<file path="src/hdl/lfrp_pkg.sv">
`timescale 1ns / 1ps
// ----------------------------------------------------------------------------
// lfrp_pkg
// Types, codes and constants for the link frame receive parser.
// ----------------------------------------------------------------------------
package lfrp_pkg;

    localparam logic [7:0] MAX_PAYLOAD     = 8'd64;
    localparam logic [7:0] ADDR_LAST_INDEX = 8'd3;

    // word kind
    localparam logic OP_BYTE = 1'b0;
    localparam logic OP_TICK = 1'b1;

    // config register indexes
    localparam int unsigned CFG_INDEX_W = 1;
    localparam int unsigned CFG_DATA_W  = 16;
    localparam logic [CFG_INDEX_W-1:0] CFG_START_BYTE = 1'b0;
    localparam logic [CFG_INDEX_W-1:0] CFG_RX_TIMEOUT = 1'b1;

    localparam logic [7:0]  START_BYTE_RESET = 8'd239;
    localparam logic [15:0] RX_TIMEOUT_RESET = 16'd1000;

    // status codes
    localparam logic [2:0] ST_CONSUMED = 3'd0;
    localparam logic [2:0] ST_IGNORED  = 3'd1;
    localparam logic [2:0] ST_GOOD     = 3'd2;
    localparam logic [2:0] ST_CSERR    = 3'd3;
    localparam logic [2:0] ST_LENREJ   = 3'd4;
    localparam logic [2:0] ST_TIMEOUT  = 3'd5;

    typedef enum logic [3:0] {
        PH_HUNT    = 4'd0,
        PH_DEST    = 4'd1,
        PH_SRC     = 4'd2,
        PH_TYPE    = 4'd3,
        PH_SUBTYPE = 4'd4,
        PH_SEQ     = 4'd5,
        PH_LEN     = 4'd6,
        PH_FCS     = 4'd7,
        PH_DATA    = 4'd8
    } phase_t;

    typedef struct packed {
        logic [2:0]  status;
        logic        payload_valid;
        logic [7:0]  payload_byte;
        logic [7:0]  payload_index;
        logic [31:0] dest_addr;
        logic [31:0] source_addr;
        logic [7:0]  frame_type;
        logic [7:0]  frame_subtype;
        logic [7:0]  seq_num;
        logic [7:0]  payload_len;
    } result_t;

    typedef struct packed {
        logic [7:0]  start_byte;
        logic [15:0] rx_timeout_ticks;
    } cfg_t;

endpackage

</file>
<file path="src/hdl/lfrp_in_reg.sv">
`timescale 1ns / 1ps
// ----------------------------------------------------------------------------
// lfrp_in_reg
// Input register stage: holds one received word for the parser core.
// ----------------------------------------------------------------------------
module lfrp_in_reg (
    input  logic       aclk,
    input  logic       aresetn,
    input  logic       s_valid,
    output logic       s_ready,
    input  logic       s_operation,
    input  logic [7:0] s_rx_byte,
    input  logic       take,
    output logic       in_valid,
    output logic       in_op,
    output logic [7:0] in_byte
);
    import lfrp_pkg::*;

    logic       valid_reg;
    logic       op_reg;
    logic [7:0] byte_reg;

    // refill when empty or when the held word moves on this cycle
    assign s_ready = !valid_reg || take;

    always_ff @(posedge aclk) begin
        if (!aresetn) begin
            valid_reg <= 1'b0;
        end else if (s_ready) begin
            valid_reg <= s_valid;
        end
    end

    always_ff @(posedge aclk) begin
        if (s_valid && s_ready) begin
            op_reg   <= s_operation;
            byte_reg <= s_rx_byte;
        end
    end

    assign in_valid = valid_reg;
    assign in_op    = op_reg;
    assign in_byte  = byte_reg;

endmodule

</file>
<file path="src/hdl/lfrp_core.sv">
`timescale 1ns / 1ps
// ----------------------------------------------------------------------------
// lfrp_core
// Frame parse state, header registers, checksum and timeout counter.
// ----------------------------------------------------------------------------
module lfrp_core (
    input  logic             aclk,
    input  logic             aresetn,
    input  logic             fire,
    input  logic             in_op,
    input  logic [7:0]       in_byte,
    input  lfrp_pkg::cfg_t   cfg,
    output lfrp_pkg::result_t res
);
    import lfrp_pkg::*;

    phase_t      phase_reg, phase_next;
    logic [7:0]  countdown_reg, countdown_next;
    logic [31:0] dest_reg, dest_next;
    logic [31:0] src_reg, src_next;
    logic [7:0]  type_reg, type_next;
    logic [7:0]  subtype_reg, subtype_next;
    logic [7:0]  seq_reg, seq_next;
    logic [7:0]  len_reg, len_next;
    logic [7:0]  fcs_reg, fcs_next;
    logic [7:0]  xor_reg, xor_next;
    logic [15:0] tcount_reg, tcount_next;
    logic        armed_reg, armed_next;

    logic [16:0] tick_cnt;
    logic        tick_expired;
    logic [7:0]  countdown_inc;
    logic        last_payload;
    logic        len_too_long;
    logic [7:0]  xor_with_byte;
    logic [2:0]  verdict;

    assign tick_cnt      = {1'b0, tcount_reg} + 17'd1;
    assign tick_expired  = tick_cnt >= {1'b0, cfg.rx_timeout_ticks};
    assign countdown_inc = countdown_reg + 8'd1;
    assign last_payload  = countdown_inc == len_reg;
    assign len_too_long  = in_byte > MAX_PAYLOAD;
    assign xor_with_byte = xor_reg ^ in_byte;
    // data bytes fold into the sum before the compare
    assign verdict = (((phase_reg == PH_DATA) ? xor_with_byte : xor_reg) == fcs_reg)
                     ? ST_GOOD : ST_CSERR;

    // next phase
    always_comb begin
        phase_next = phase_reg;
        if (fire) begin
            if (in_op == OP_TICK) begin
                if (armed_reg && tick_expired) begin
                    phase_next = PH_HUNT;
                end
            end else begin
                unique case (phase_reg)
                    PH_DEST: begin
                        if (countdown_reg == 8'd0) phase_next = PH_SRC;
                    end
                    PH_SRC: begin
                        if (countdown_reg == 8'd0) phase_next = PH_TYPE;
                    end
                    PH_TYPE:    phase_next = PH_SUBTYPE;
                    PH_SUBTYPE: phase_next = PH_SEQ;
                    PH_SEQ:     phase_next = PH_LEN;
                    PH_LEN:     phase_next = len_too_long ? PH_HUNT : PH_FCS;
                    PH_FCS:     phase_next = (len_reg != 8'd0) ? PH_DATA : PH_HUNT;
                    PH_DATA:    phase_next = last_payload ? PH_HUNT : PH_DATA;
                    default: begin
                        phase_next = (in_byte == cfg.start_byte) ? PH_DEST : PH_HUNT;
                    end
                endcase
            end
        end
    end

    // datapath and result
    always_comb begin
        countdown_next = countdown_reg;
        dest_next      = dest_reg;
        src_next       = src_reg;
        type_next      = type_reg;
        subtype_next   = subtype_reg;
        seq_next       = seq_reg;
        len_next       = len_reg;
        fcs_next       = fcs_reg;
        xor_next       = xor_reg;
        tcount_next    = tcount_reg;
        armed_next     = armed_reg;
        res            = '0;
        res.status     = ST_CONSUMED;

        if (fire) begin
            if (in_op == OP_TICK) begin
                if (!armed_reg) begin
                    res.status = ST_IGNORED;
                end else if (tick_expired) begin
                    armed_next  = 1'b0;
                    tcount_next = '0;
                    res.status  = ST_TIMEOUT;
                end else begin
                    tcount_next = tick_cnt[15:0];
                end
            end else begin
                unique case (phase_reg)
                    PH_DEST, PH_SRC: begin
                        if (phase_reg == PH_DEST) begin
                            dest_next = {dest_reg[23:0], in_byte};
                        end else begin
                            src_next = {src_reg[23:0], in_byte};
                        end
                        xor_next = xor_with_byte;
                        countdown_next = (countdown_reg == 8'd0) ? ADDR_LAST_INDEX
                                                                 : countdown_reg - 8'd1;
                    end
                    PH_TYPE: begin
                        type_next = in_byte;
                        xor_next  = xor_with_byte;
                    end
                    PH_SUBTYPE: begin
                        subtype_next = in_byte;
                        xor_next     = xor_with_byte;
                    end
                    PH_SEQ: begin
                        seq_next = in_byte;
                        xor_next = xor_with_byte;
                    end
                    PH_LEN: begin
                        len_next = in_byte;
                        xor_next = xor_with_byte;
                        if (len_too_long) begin
                            armed_next  = 1'b0;
                            tcount_next = '0;
                            res.status  = ST_LENREJ;
                        end
                    end
                    PH_FCS: begin
                        fcs_next = in_byte;
                        if (len_reg != 8'd0) begin
                            countdown_next = '0;
                        end else begin
                            // empty payload: verdict on the checksum byte
                            armed_next  = 1'b0;
                            tcount_next = '0;
                            res.status  = ((xor_reg == in_byte) ? ST_GOOD : ST_CSERR);
                        end
                    end
                    PH_DATA: begin
                        res.payload_valid = 1'b1;
                        res.payload_byte  = in_byte;
                        res.payload_index = countdown_reg;
                        xor_next          = xor_with_byte;
                        countdown_next    = countdown_inc;
                        if (last_payload) begin
                            armed_next  = 1'b0;
                            tcount_next = '0;
                            res.status  = verdict;
                        end
                    end
                    default: begin
                        if (in_byte == cfg.start_byte) begin
                            xor_next       = in_byte;
                            countdown_next = ADDR_LAST_INDEX;
                            dest_next      = '0;
                            src_next       = '0;
                            armed_next     = 1'b1;
                            tcount_next    = '0;
                        end else begin
                            res.status = ST_IGNORED;
                        end
                    end
                endcase
            end
        end

        // header fields show the registers as left by this word
        res.dest_addr     = dest_next;
        res.source_addr   = src_next;
        res.frame_type    = type_next;
        res.frame_subtype = subtype_next;
        res.seq_num       = seq_next;
        res.payload_len   = len_next;
    end

    always_ff @(posedge aclk) begin
        if (!aresetn) begin
            phase_reg     <= PH_HUNT;
            countdown_reg <= '0;
            dest_reg      <= '0;
            src_reg       <= '0;
            type_reg      <= '0;
            subtype_reg   <= '0;
            seq_reg       <= '0;
            len_reg       <= '0;
            fcs_reg       <= '0;
            xor_reg       <= '0;
            tcount_reg    <= '0;
            armed_reg     <= 1'b0;
        end else begin
            phase_reg     <= phase_next;
            countdown_reg <= countdown_next;
            dest_reg      <= dest_next;
            src_reg       <= src_next;
            type_reg      <= type_next;
            subtype_reg   <= subtype_next;
            seq_reg       <= seq_next;
            len_reg       <= len_next;
            fcs_reg       <= fcs_next;
            xor_reg       <= xor_next;
            tcount_reg    <= tcount_next;
            armed_reg     <= armed_next;
        end
    end

endmodule

</file>
<file path="src/hdl/lfrp_out_reg.sv">
`timescale 1ns / 1ps
// ----------------------------------------------------------------------------
// lfrp_out_reg
// Result register: holds one result word until the consumer takes it.
// ----------------------------------------------------------------------------
module lfrp_out_reg (
    input  logic              aclk,
    input  logic              aresetn,
    input  logic              load,
    input  lfrp_pkg::result_t res,
    output logic              free,
    output logic              m_valid,
    input  logic              m_ready,
    output lfrp_pkg::result_t m_res
);
    import lfrp_pkg::*;

    logic    valid_reg;
    result_t res_reg;

    assign free = !valid_reg || m_ready;

    always_ff @(posedge aclk) begin
        if (!aresetn) begin
            valid_reg <= 1'b0;
        end else if (free) begin
            valid_reg <= load;
        end
    end

    always_ff @(posedge aclk) begin
        if (load) begin
            res_reg <= res;
        end
    end

    assign m_valid = valid_reg;
    assign m_res   = res_reg;

endmodule

</file>
<file path="src/hdl/link_frame_receive_parser.sv">
`timescale 1ns / 1ps
// ----------------------------------------------------------------------------
// link_frame_receive_parser
// Receive-side deframer for a byte-serial link with XOR checksum and timeout.
// ----------------------------------------------------------------------------
// Each input word is either a received byte or one timer tick, and each gives
// exactly one result word. The parser hunts for the start byte, collects a
// 4-byte destination and 4-byte source address (most significant byte first),
// then type, subtype, sequence, length and checksum bytes, and then forwards
// payload bytes one by one with their index. The last payload byte (or the
// checksum byte when the length is zero) carries the verdict: good or
// checksum error, with the header fields alongside. A length above 64 drops
// the frame at the length byte; ticks counted from the start byte abandon an
// unfinished frame once they reach rx_timeout_ticks (0 acts as 1).
// Throughput is one word per clock while the result register is free; a stall
// on m_ready holds it. A word passes the input register, then the result
// register. The input register can take one new word while a finished result
// still waits on m_ready.
// Configuration registers: index 0 start_byte (reset 0xEF), index 1
// rx_timeout_ticks (reset 1000). Write them only while no word is in flight.
// ----------------------------------------------------------------------------
module link_frame_receive_parser (
    input  logic                                aclk,
    input  logic                                aresetn,
    // configuration
    input  logic                                cfg_wr_en,
    input  logic [lfrp_pkg::CFG_INDEX_W-1:0]    cfg_index,
    input  logic [lfrp_pkg::CFG_DATA_W-1:0]     cfg_wdata,
    // received words
    input  logic                                s_valid,
    output logic                                s_ready,
    input  logic                                s_operation,
    input  logic [7:0]                          s_rx_byte,
    // result words
    output logic                                m_valid,
    input  logic                                m_ready,
    output logic [2:0]                          m_status,
    output logic                                m_payload_valid,
    output logic [7:0]                          m_payload_byte,
    output logic [7:0]                          m_payload_index,
    output logic [31:0]                         m_dest_addr,
    output logic [31:0]                         m_source_addr,
    output logic [7:0]                          m_frame_type,
    output logic [7:0]                          m_frame_subtype,
    output logic [7:0]                          m_seq_num,
    output logic [7:0]                          m_payload_len
);
    import lfrp_pkg::*;

    logic        in_valid;
    logic        in_op;
    logic [7:0]  in_byte;
    logic        out_free;
    logic        fire;
    cfg_t        cfg_reg;
    result_t     core_res;
    result_t     out_res;

    // configuration registers; the narrower one takes the low bits
    always_ff @(posedge aclk) begin
        if (!aresetn) begin
            cfg_reg.start_byte       <= START_BYTE_RESET;
            cfg_reg.rx_timeout_ticks <= RX_TIMEOUT_RESET;
        end else if (cfg_wr_en) begin
            unique case (cfg_index)
                CFG_START_BYTE: cfg_reg.start_byte       <= cfg_wdata[7:0];
                CFG_RX_TIMEOUT: cfg_reg.rx_timeout_ticks <= cfg_wdata[15:0];
                default: ;
            endcase
        end
    end

    // a word is processed when it sits in the input register and the
    // result register can take its result
    assign fire = in_valid && out_free;

    lfrp_in_reg u_in_reg (
        .aclk        (aclk),
        .aresetn     (aresetn),
        .s_valid     (s_valid),
        .s_ready     (s_ready),
        .s_operation (s_operation),
        .s_rx_byte   (s_rx_byte),
        .take        (out_free),
        .in_valid    (in_valid),
        .in_op       (in_op),
        .in_byte     (in_byte)
    );

    lfrp_core u_core (
        .aclk    (aclk),
        .aresetn (aresetn),
        .fire    (fire),
        .in_op   (in_op),
        .in_byte (in_byte),
        .cfg     (cfg_reg),
        .res     (core_res)
    );

    lfrp_out_reg u_out_reg (
        .aclk    (aclk),
        .aresetn (aresetn),
        .load    (fire),
        .res     (core_res),
        .free    (out_free),
        .m_valid (m_valid),
        .m_ready (m_ready),
        .m_res   (out_res)
    );

    assign m_status        = out_res.status;
    assign m_payload_valid = out_res.payload_valid;
    assign m_payload_byte  = out_res.payload_byte;
    assign m_payload_index = out_res.payload_index;
    assign m_dest_addr     = out_res.dest_addr;
    assign m_source_addr   = out_res.source_addr;
    assign m_frame_type    = out_res.frame_type;
    assign m_frame_subtype = out_res.frame_subtype;
    assign m_seq_num       = out_res.seq_num;
    assign m_payload_len   = out_res.payload_len;

endmodule

</file>
<file path="config.mk">
export PLATFORM = sky130hd
export DESIGN_NAME = link_frame_receive_parser
export DESIGN_NICKNAME = d
export VERILOG_FILES = /design/src/hdl/lfrp_pkg.sv /design/src/hdl/lfrp_in_reg.sv /design/src/hdl/lfrp_core.sv /design/src/hdl/lfrp_out_reg.sv /design/src/hdl/link_frame_receive_parser.sv
export SDC_FILE = /design/constraint.sdc
export NUM_CORES = 1
export LEC_CHECK = 0
export BUFFER_PORTS_ARGS = -buffer_cell sky130_fd_sc_hd__buf_4
export CELL_PAD_IN_SITES_DETAIL_PLACEMENT = 1
export CELL_PAD_IN_SITES_GLOBAL_PLACEMENT = 1
export CORE_MARGIN = 1
export CORE_UTILIZATION = 50
export DETAILED_ROUTE_END_ITERATION = 6
export PLACE_DENSITY_LB_ADDON = 0.1
export RECOVER_POWER = 50
export SLEW_MARGIN = 10
export SYNTH_ARGS = -nofsm -noshare
export SYNTH_HDL_FRONTEND = slang
export SYNTH_SLANG_ARGS = --single-unit
</file>
<file path="constraint.sdc">
create_clock -name aclk -period 14.24 [get_ports aclk]
set_clock_uncertainty 0.15 [all_clocks]
set_input_delay 1.424 -clock aclk [delete_from_list [all_inputs] [get_ports aclk]]
set_output_delay 1.424 -clock aclk [all_outputs]
set_load 0.05 [all_outputs]
</file>
After elaboration in Yosys (flattened, before gate mapping):

Cells that the tools add are included.

* muxes and demuxes: 65
* $lt $le $gt $ge: 2
* reduce and logical (&&, ||, !) cells: 26
* bitwise operators: 6
* equal/unequal tests: 21
* add/subtract/negate cells: 3

Operator list (number)
* 2-to-1 mux 32 bit: 8
* 2-to-1 mux 8 bit: 17
* case mux 32 bit (2 select lines): 2
* 2-to-1 mux 16 bit: 7
* case mux 16 bit (4 select lines): 1
* equality test 8 bit: 4
* case mux 4 bit (8 select lines): 1
* case mux 8 bit (4 select lines): 1
* 2-to-1 mux 4 bit: 6
* 2-to-1 mux 3 bit: 7
* adder 16 x 1 -> 17 bit (second input constant): 1
* >= comparator 17 x 16 -> 1 bit: 1
* 2-to-1 mux 17 bit: 1
* equality test 4 x 3 -> 1 bit (second input constant): 4
* case mux 8 bit (2 select lines): 1
* != test 3 x 2 -> 1 bit (second input constant): 4
* case mux 3 bit (4 select lines): 1
* 2-to-1 mux 1 bit: 11
* adder 8 x 1 -> 8 bit (second input constant): 1
* equality test 4 x 2 -> 1 bit (second input constant): 2
* greater-than comparator 8 x 7 -> 1 bit (second input constant): 1
* logical NOT 8 bit: 1
* != test 2 x 1 -> 1 bit (second input constant): 4
* AND reduction 4 bit: 2
* 24 further kinds: 34

* word-level logic and storage cells: 151
* output and inout port bits: 118
* register bits: 292
* input bits: 31

Logic depth before layout (Yosys ltp):

Gate-level depths: netlist (run 1).

* depth after elaboration: 7
* depth in mapped cells: 15
* depth with buffers taken out: 14

Hierarchy:

From an unflattened synthesis (run 1), not the netlist that was laid out.

* cells, all modules: 1149
* area total of the unflattened synthesis: 12615.8 um^2

By module, submodules not included
* lfrp_core: area an instance 7724.9 um^2, sequential area each 2822.7 um^2, times used 1, cells each 906
* lfrp_out_reg: area an instance 3532.1 um^2, sequential area each 3503.4 um^2, times used 1, cells each 120
* link_frame_receive_parser: area an instance 1031.0 um^2, sequential area each 480.5 um^2, times used 1, cells each 109
* lfrp_in_reg: area an instance 327.8 um^2, sequential area each 290.3 um^2, times used 1, cells each 14

Worst setup path before layout (run 1):

OpenSTA, ideal clock, no wires.

* path kind: in2reg
* from: in m_ready
* to: reg u_core.tcount_reg[0]
* data required time: 13.974 ns
* data arrival time: 5.448 ns
* path buffers: 2
* stages: 7
* path slack: 8.526 ns
* library setup time: 0.116 ns
* cell sequence: nand2b_1 > and2_1 > nand3_1 > and2_4 > buf_6 > buf_6 > a31o_1

* longest elaborated chain between the ends: 3

Ends and longest elaborated chain
* start: declaration: line link_frame_receive_parser.sv:36 `input logic m_ready,`
* logical OR 1 bit: line lfrp_out_reg.sv:21 `assign free = !valid_reg || m_ready;`
* logical AND 1 bit: line link_frame_receive_parser.sv:75 `assign fire = in_valid && out_free;`
* net fire: line link_frame_receive_parser.sv:54 `logic fire;`
* AND reduction 7 bit (no line)
* end signal: assignment: line lfrp_core.sv:211 `tcount_reg <= tcount_next;`
* end: declaration: line lfrp_core.sv:27 `logic [15:0] tcount_reg, tcount_next;`

The timed path passes the listed nets, and every way through them passes these cells.
A chain may end at the register's enable or synchronous reset.

Worst setup path in the final report (run 1):

* from: in m_ready
* to: reg u_out_reg.res_reg, in the netlist u_out_reg.m_res[75] (enable)

* longest elaborated chain between the ends: 2

Ends and longest elaborated chain
* logical OR 1 bit: line lfrp_out_reg.sv:21
* logical AND 1 bit: line link_frame_receive_parser.sv:75
* net fire: line link_frame_receive_parser.sv:54
* end signal: assignment: line lfrp_out_reg.sv:33 `res_reg <= res;`
* end: declaration: line lfrp_out_reg.sv:19 `result_t res_reg;`

The timed path passes the listed nets, and every way through them passes these cells.

==> results.md, run 1 <==
- Synth cell types: a little over 70
- Clock-pin transition on the worst setup and hold timing paths: 0.06 ns
- Status: complete, but fails checks
- Core Box Area: 24400 um^2
- Max_cap viols: 5
- #FFs+latches synth: 292
- Unrepaired setup endpoints after global routing: false
- Crit Path Category: in2reg
- Max incr delay on CP: ~2.8 ns
- Gr usage total: 0.241
- Synth top area share: 0.301
- Leakage power: 5.39 nW
- FF-to-FF End: u_out_reg.m_res[75]
- Largest net degree at the start of global routing: 124
- Leading area contributor after synthesis: edfxtp_1
- Initial Util: 0.512
- CTS tree: done
- Worst min-delay path class: reg2reg
- Global-route wire length before repair: 49.6 mm
- Startpoint types: input port
- Seq pwr share: 0.497
- Final core utilization: 0.588
- Most instantiated cells after synthesis: dfxtp_1, edfxtp_1, and2_1
- Htree depth: 1
- Most frequent cell after synthesis: dfxtp_1
- Area Growth Syn to Fin: 14.9%
- Pins Over Slew Limit: approximately 300
- DRC viols: 0
- Height of the die: 160 um
- Synth Cell Area: roughly 12000 um^2
- CP cell instances: clkbuf_4 -> nand2b_1 -> and2_0 -> clkbuf_1
- Required @ worst endpoint: 14.16 ns
- Crit. End Element: register
- Post-Syn Instances: 1119
- Num rows: 57
- Critical Path Source: m_ready
- Comb power frac: 0.054
- Setup tns final: 0 ns
- Max Freq: about 140 MHz
- Post-synth EDFFs: 125
- Final Cycle Share: 0.496
- Total grt overflow: 0
- Avg WL per Cell: 19.5 um
- Sink Count: about 300
- Worst Hold Slack: 0.319 ns
- Vias in the first global route: about 9200
- Critical R2R Launch: u_in_reg.in_valid
- Post-CTS sizing: 0
- Register area share after synthesis: 0.568
- CTS buffer count: 31
- Avg Synthesized Cell Area: 11.2 um^2
- Pint: 1.40 mW
- R2R Setup Slk: 7.86 ns
- Antenna violations before repair: 0
- Post-DR vias/cell: around 5.6
- Syn_nets: 1170
- Power share of the clock group: 0.449
- Dpl hpwl: 19.7 mm
- Rel. slew slack: -1.80
- P_sw: 425 uW
- Setup-failing EPs final: 0
- Peak supply drop: a little under 0.00009 V
- Slowest library cell on the worst path: clkbuf_1
- # IOs: 149
- Slew @ Worst Pin: between 4 and 5 ns
- X dimension of the die: 160 um
- Synth area leaders: edfxtp_1, dfxtp_1, and2_1
- CP Data Arrival Time: 6.99 ns
- Net Sw Frac: 0.233
- Final instance area: about 14000 um^2
- Most used DFF post-synth: dfxtp_1
- Post-CTS setup buffers: 0
- Reg2Reg Depth: 2
- Port Buffer Count: 148
- Vias: 8854
- Fin. Hold Viols: 0
- CP Max Fanout: 68
- Die Footprint: 25600 um^2
- Pre-antenna DRT Iters: 4
- DRT antenna net count: 0
- Pwr Total: 1.82 mW
- Placer Congestion: ~0.83
- CP Capture Point: u_out_reg.m_res[75]
- Final #Nets: 1278
- Max reg flops: approximately 120
- Dpl cell area: 13800 um^2
- Diodes inserted: 0
- Routed wire length: 30.7 mm
- Failing checks: max-capacitance violations, max-slew violations
- Post-synth ARST share: 0
- Min Tclk post-route: ~7.1 ns
- Share of layout cells above drive strength 1: 0.103
- Warnings, synthesis: 0
- Detailed Route Iter0 Violations: 460
- Clk_lat worst skew: 0.55 ns
- Pwr/cell area: between 100 and 150 nW/um^2
- CTS Buffer Depth: 3
- Clock root buffer: clkbuf_16
- Hold_buf cts: 0
==> cell families after synthesis <==
logic type,Yosys count,share of synthesized area
adder cells (fa/ha/maj),20,0.0200
AO/OA/AOI/OAI,223,0.138
XOR/XNOR,48,0.0337
buffers and inverters,106,0.0340
AND/OR/NAND/NOR,386,0.167
flip-flops,292,0.568
multiplexers,44,0.0393
==> placed cells by master (no fill, tap or decap), drive strengths merged, types with 17 or more instances in the layout <==
master	n
inv	27
xor2	26
nor2b	24
clkbuf	171
ha	20
a22o	64
buf	25
xnor2	22
nand2	100
edfxtp	125
nor2	38
and2	106
and3	18
a21oi	17
dfxtp	167
o21ai	34
mux2	30
nand3	24
==> final cells by class <==
cell class	count	area [um^2]
Inverter	26	97.6
Sequential cell	292	7100
Tap cell	324	405
Clock inverter	16	148
Timing Repair Buffer	155	713
Fill cell	2659	10000
Multi-Input combinational cell	721	4970
Clock buffer	41	915
==> per-stage QoR <==
step / setup slack [ns] / instances
floorplan: 8.53 / 1119
global placement: 10.09 / 1518
detailed placement: 9.76 / 1518
CTS: 9.72 / 1575
global route: 6.64 / 1575
finish: 7.17 / 1575
==> power by group through the flow <==
stage	Clock (mW)	Combinational [mW]	Sequential, mW
floorplan	0	0.0343	0.958
CTS	0.834	0.110	0.906
finish	0.819	0.0979	0.907
detailed placement	0	0.109	0.924
global route	0.864	0.105	0.909
global placement	0	0.108	0.923
==> metal layers <==
layer,up-vias,global-route usage,part of all wire
met5,-,0,0
met4,0,0.0710,0.028
met3,58,0.0353,0.042
met2,174,0.428,0.50
met1,4373,0.302,0.43
li1,4249,-,-
==> worst min path at each step <==
| stage | startpoint | end | slack [ns] | cells past startpoint |
|---|---|---|---|---|
| after floorplan | cfg_reg[10] | cfg_reg[10] | 0.29 | 2 |
| after global placement | cfg_reg[15] | cfg_reg[15] | 0.30 | 2 |
| after detailed placement | cfg_reg[2] | cfg_reg[2] | 0.31 | 2 |
| after CTS | cfg_reg[2] | cfg_reg[2] | 0.32 | 2 |
| final | cfg_reg[14] | cfg_reg[14] | 0.32 | 2 |
| after global routing | cfg_reg[10] | cfg_reg[10] | 0.34 | 2 |
==> worst max-delay path, delay by kind of cell <==
kind	cells	cell delay [ns]
buffers and inverters	2	2.94
and+or+nand+nor	2	2.58
Power figures use the tool's default switching activity.
==> run 2: changes to the inputs <==
--- a/config.mk
+++ b/config.mk
@@ -9,7 +9,7 @@
 export CELL_PAD_IN_SITES_DETAIL_PLACEMENT = 1
 export CELL_PAD_IN_SITES_GLOBAL_PLACEMENT = 1
 export CORE_MARGIN = 1
-export CORE_UTILIZATION = 50
+export CORE_UTILIZATION = 46
 export DETAILED_ROUTE_END_ITERATION = 6
 export PLACE_DENSITY_LB_ADDON = 0.1
 export RECOVER_POWER = 50
==> constraint.sdc (replaced) <==
create_clock -name aclk -period 6.78 [get_ports aclk]
set_clock_uncertainty 0.15 [all_clocks]
set_input_delay 0.678 -clock aclk [delete_from_list [all_inputs] [get_ports aclk]]
set_output_delay 0.678 -clock aclk [all_outputs]
set_load 0.05 [all_outputs]
==> results.md, run 2 (same netlist as run 1, synthesis figures left out) <==
- Total grt overflow: 0
- Dpl cells: 1528
- CTS buffer count: 30
- Global-route wire length before repair: ~49 mm
- Post-CTS setup buffers: 0
- Port Buffer Count: 148
- Vias: 8844
- CTS tree: done
- Clock-pin transition on the worst setup and hold timing paths: 0.06 ns
- Final instance area: 14500 um^2
- Worst hold path startpoint: s_rx_byte[5]
- Commonest non-fill, non-tap cell in the layout: dfxtp_1
- Max reg flops: 116
- Slew @ Worst Pin: 3.41 ns
- Startpoint types: register
- Htree depth: 1
- Pwr Total: 3.97 mW
- Gr usage total: 0.220
- Avg WL per Cell: 19.3 um
- Worst Hold Slack: 0.171 ns
- Area Growth Syn to Fin: 15.7%
- Pre-antenna DRT Iters: 4
- Final Cycle Share: 0.774
- CP Data Arrival Time: roughly 5.5 ns
- Worst min-delay path class: in2reg
- Pins Over Slew Limit: 299
- Detailed Route Iter0 Violations: 527
- Dpl hpwl: 19.6 mm
- Initial Util: 0.474
- Hold_buf cts: 0
- Final #Nets: between 1000 and 1500
- DRT antenna net count: 0
- CP Max Fanout: 50
- Crit Path Category: reg2reg
- Vias in the first global route: 9155
- Clk_lat worst skew: 0.55 ns
- Crit. End Element: register
- Max_cap viols: 4
- Final core utilization: 0.548
- Height of the die: 167 um
- R2R Setup Slk: 1.53 ns
- CTS Buffer Depth: 3
- Multi-input logic area: 5000 um^2
- Share of layout cells above drive strength 1: 0.106
- # fillers: 2820
- Max Freq: around 190 MHz
- Num rows: 59
- # IOs: 149
- Rel. slew slack: -1.28
- Critical R2R Launch: u_in_reg.in_valid
- Post-DR vias/cell: 5.59
- Hold EP: u_in_reg.in_byte[5]
- Clock root buffer: clkbuf_16
- FF-to-FF End: u_core.tcount_reg[12]
- Routed wire length: 30.5 mm
- Setup-failing EPs final: 0
- Register Area: 7100 um^2
- Hold Path Stages: 1
- Reg2Reg Depth: 4
- Post-CTS sizing: 0
- Cell Count, Final, Fillers Out: about 1600
- Peak supply drop: 0.000232 V
- Place WS: 2.31 ns
- X dimension of the die: around 170 um
- Min Tclk post-route: 5.25 ns
- DRC viols: 0
- Status: complete, but fails checks
- Setup tns final: 0 ns
- Pwr/cell area: between 200 and 300 nW/um^2
- Dpl cell area: roughly 14000 um^2
- Diodes inserted: 0
- Most frequent cells in the layout: dfxtp_1, edfxtp_1, clkbuf_1
- Placer Congestion: 0.808
- Required @ worst endpoint: approximately 7.1 ns
- Fin. Hold Viols: 0
- Largest net degree at the start of global routing: 97
- Leakage power: 5.42 nW
- Failing checks: max-capacitance violations, max-slew violations
- Core Box Area: 26400 um^2
- Final worst slack: 1.53 ns
- Sink Count: a little under 300
- Die Footprint: ~28000 um^2
- Antenna violations before repair: 0
- Unrepaired setup endpoints after global routing: false
run 2: cell types whose count changed in the layout (fill, tap and decap cells not counted), moves of 2 or more:
| cell | delta |
|---|---|
| and2_0 | -5 |
| mux2_1 | -7 |
| clkbuf_2 | +2 |
| bufinv_16 | +7 |
| clkinv_2 | -2 |
| clkbuf_8 | -8 |
| and2_1 | +5 |
| mux2_2 | +7 |
run 2: worst max-delay path, stage by stage (launching register included):
cell	delay [ns]
dfxtp_1	0.41
and2_0	2.48
nand3_1	1.11
and2_4	0.58
a311o_1	0.38
run 2: final cells by class:
type / count / area share
clock buffer: 34 / 0.0545
clock inverter: 21 / 0.0236
multi-input combinational: 721 / 0.346
tap: 335 / 0.0290
timing repair buffer: 154 / 0.0487
inverter: 26 / 0.00675
sequential: 292 / 0.491
run 2: per-layer routing:
layer | track usage | wire length (um) | vias to the layer above
met4 | 0.0636 | 701 | 0
li1 | - | - | 4253
met2 | 0.383 | 14900 | 158
met5 | 0 | 0 | -
met1 | 0.281 | 13600 | 4382
met3 | 0.0333 | 1240 | 51
run 2: power by group:
part           total, mW  internal, mW  switching (mW)
clock network       1.86          1.17           0.688
logic              0.207        0.0428           0.164
registers           1.90          1.87          0.0332
run 2: worst max-delay path by stage:
stage / from / to / slack, ns
after detailed placement: u_core.tcount_reg[0] / u_core.tcount_reg[2] / 2.31
after CTS: u_core.tcount_reg[0] / u_core.tcount_reg[2] / 2.28
after floorplan: m_ready / u_core.tcount_reg[2] / 1.81
final: u_in_reg.in_valid / u_core.tcount_reg[12] / 1.53
after global routing: u_out_reg.m_valid / u_core.tcount_reg[12] / 1.00
after global placement: u_core.tcount_reg[0] / u_core.tcount_reg[2] / 2.55
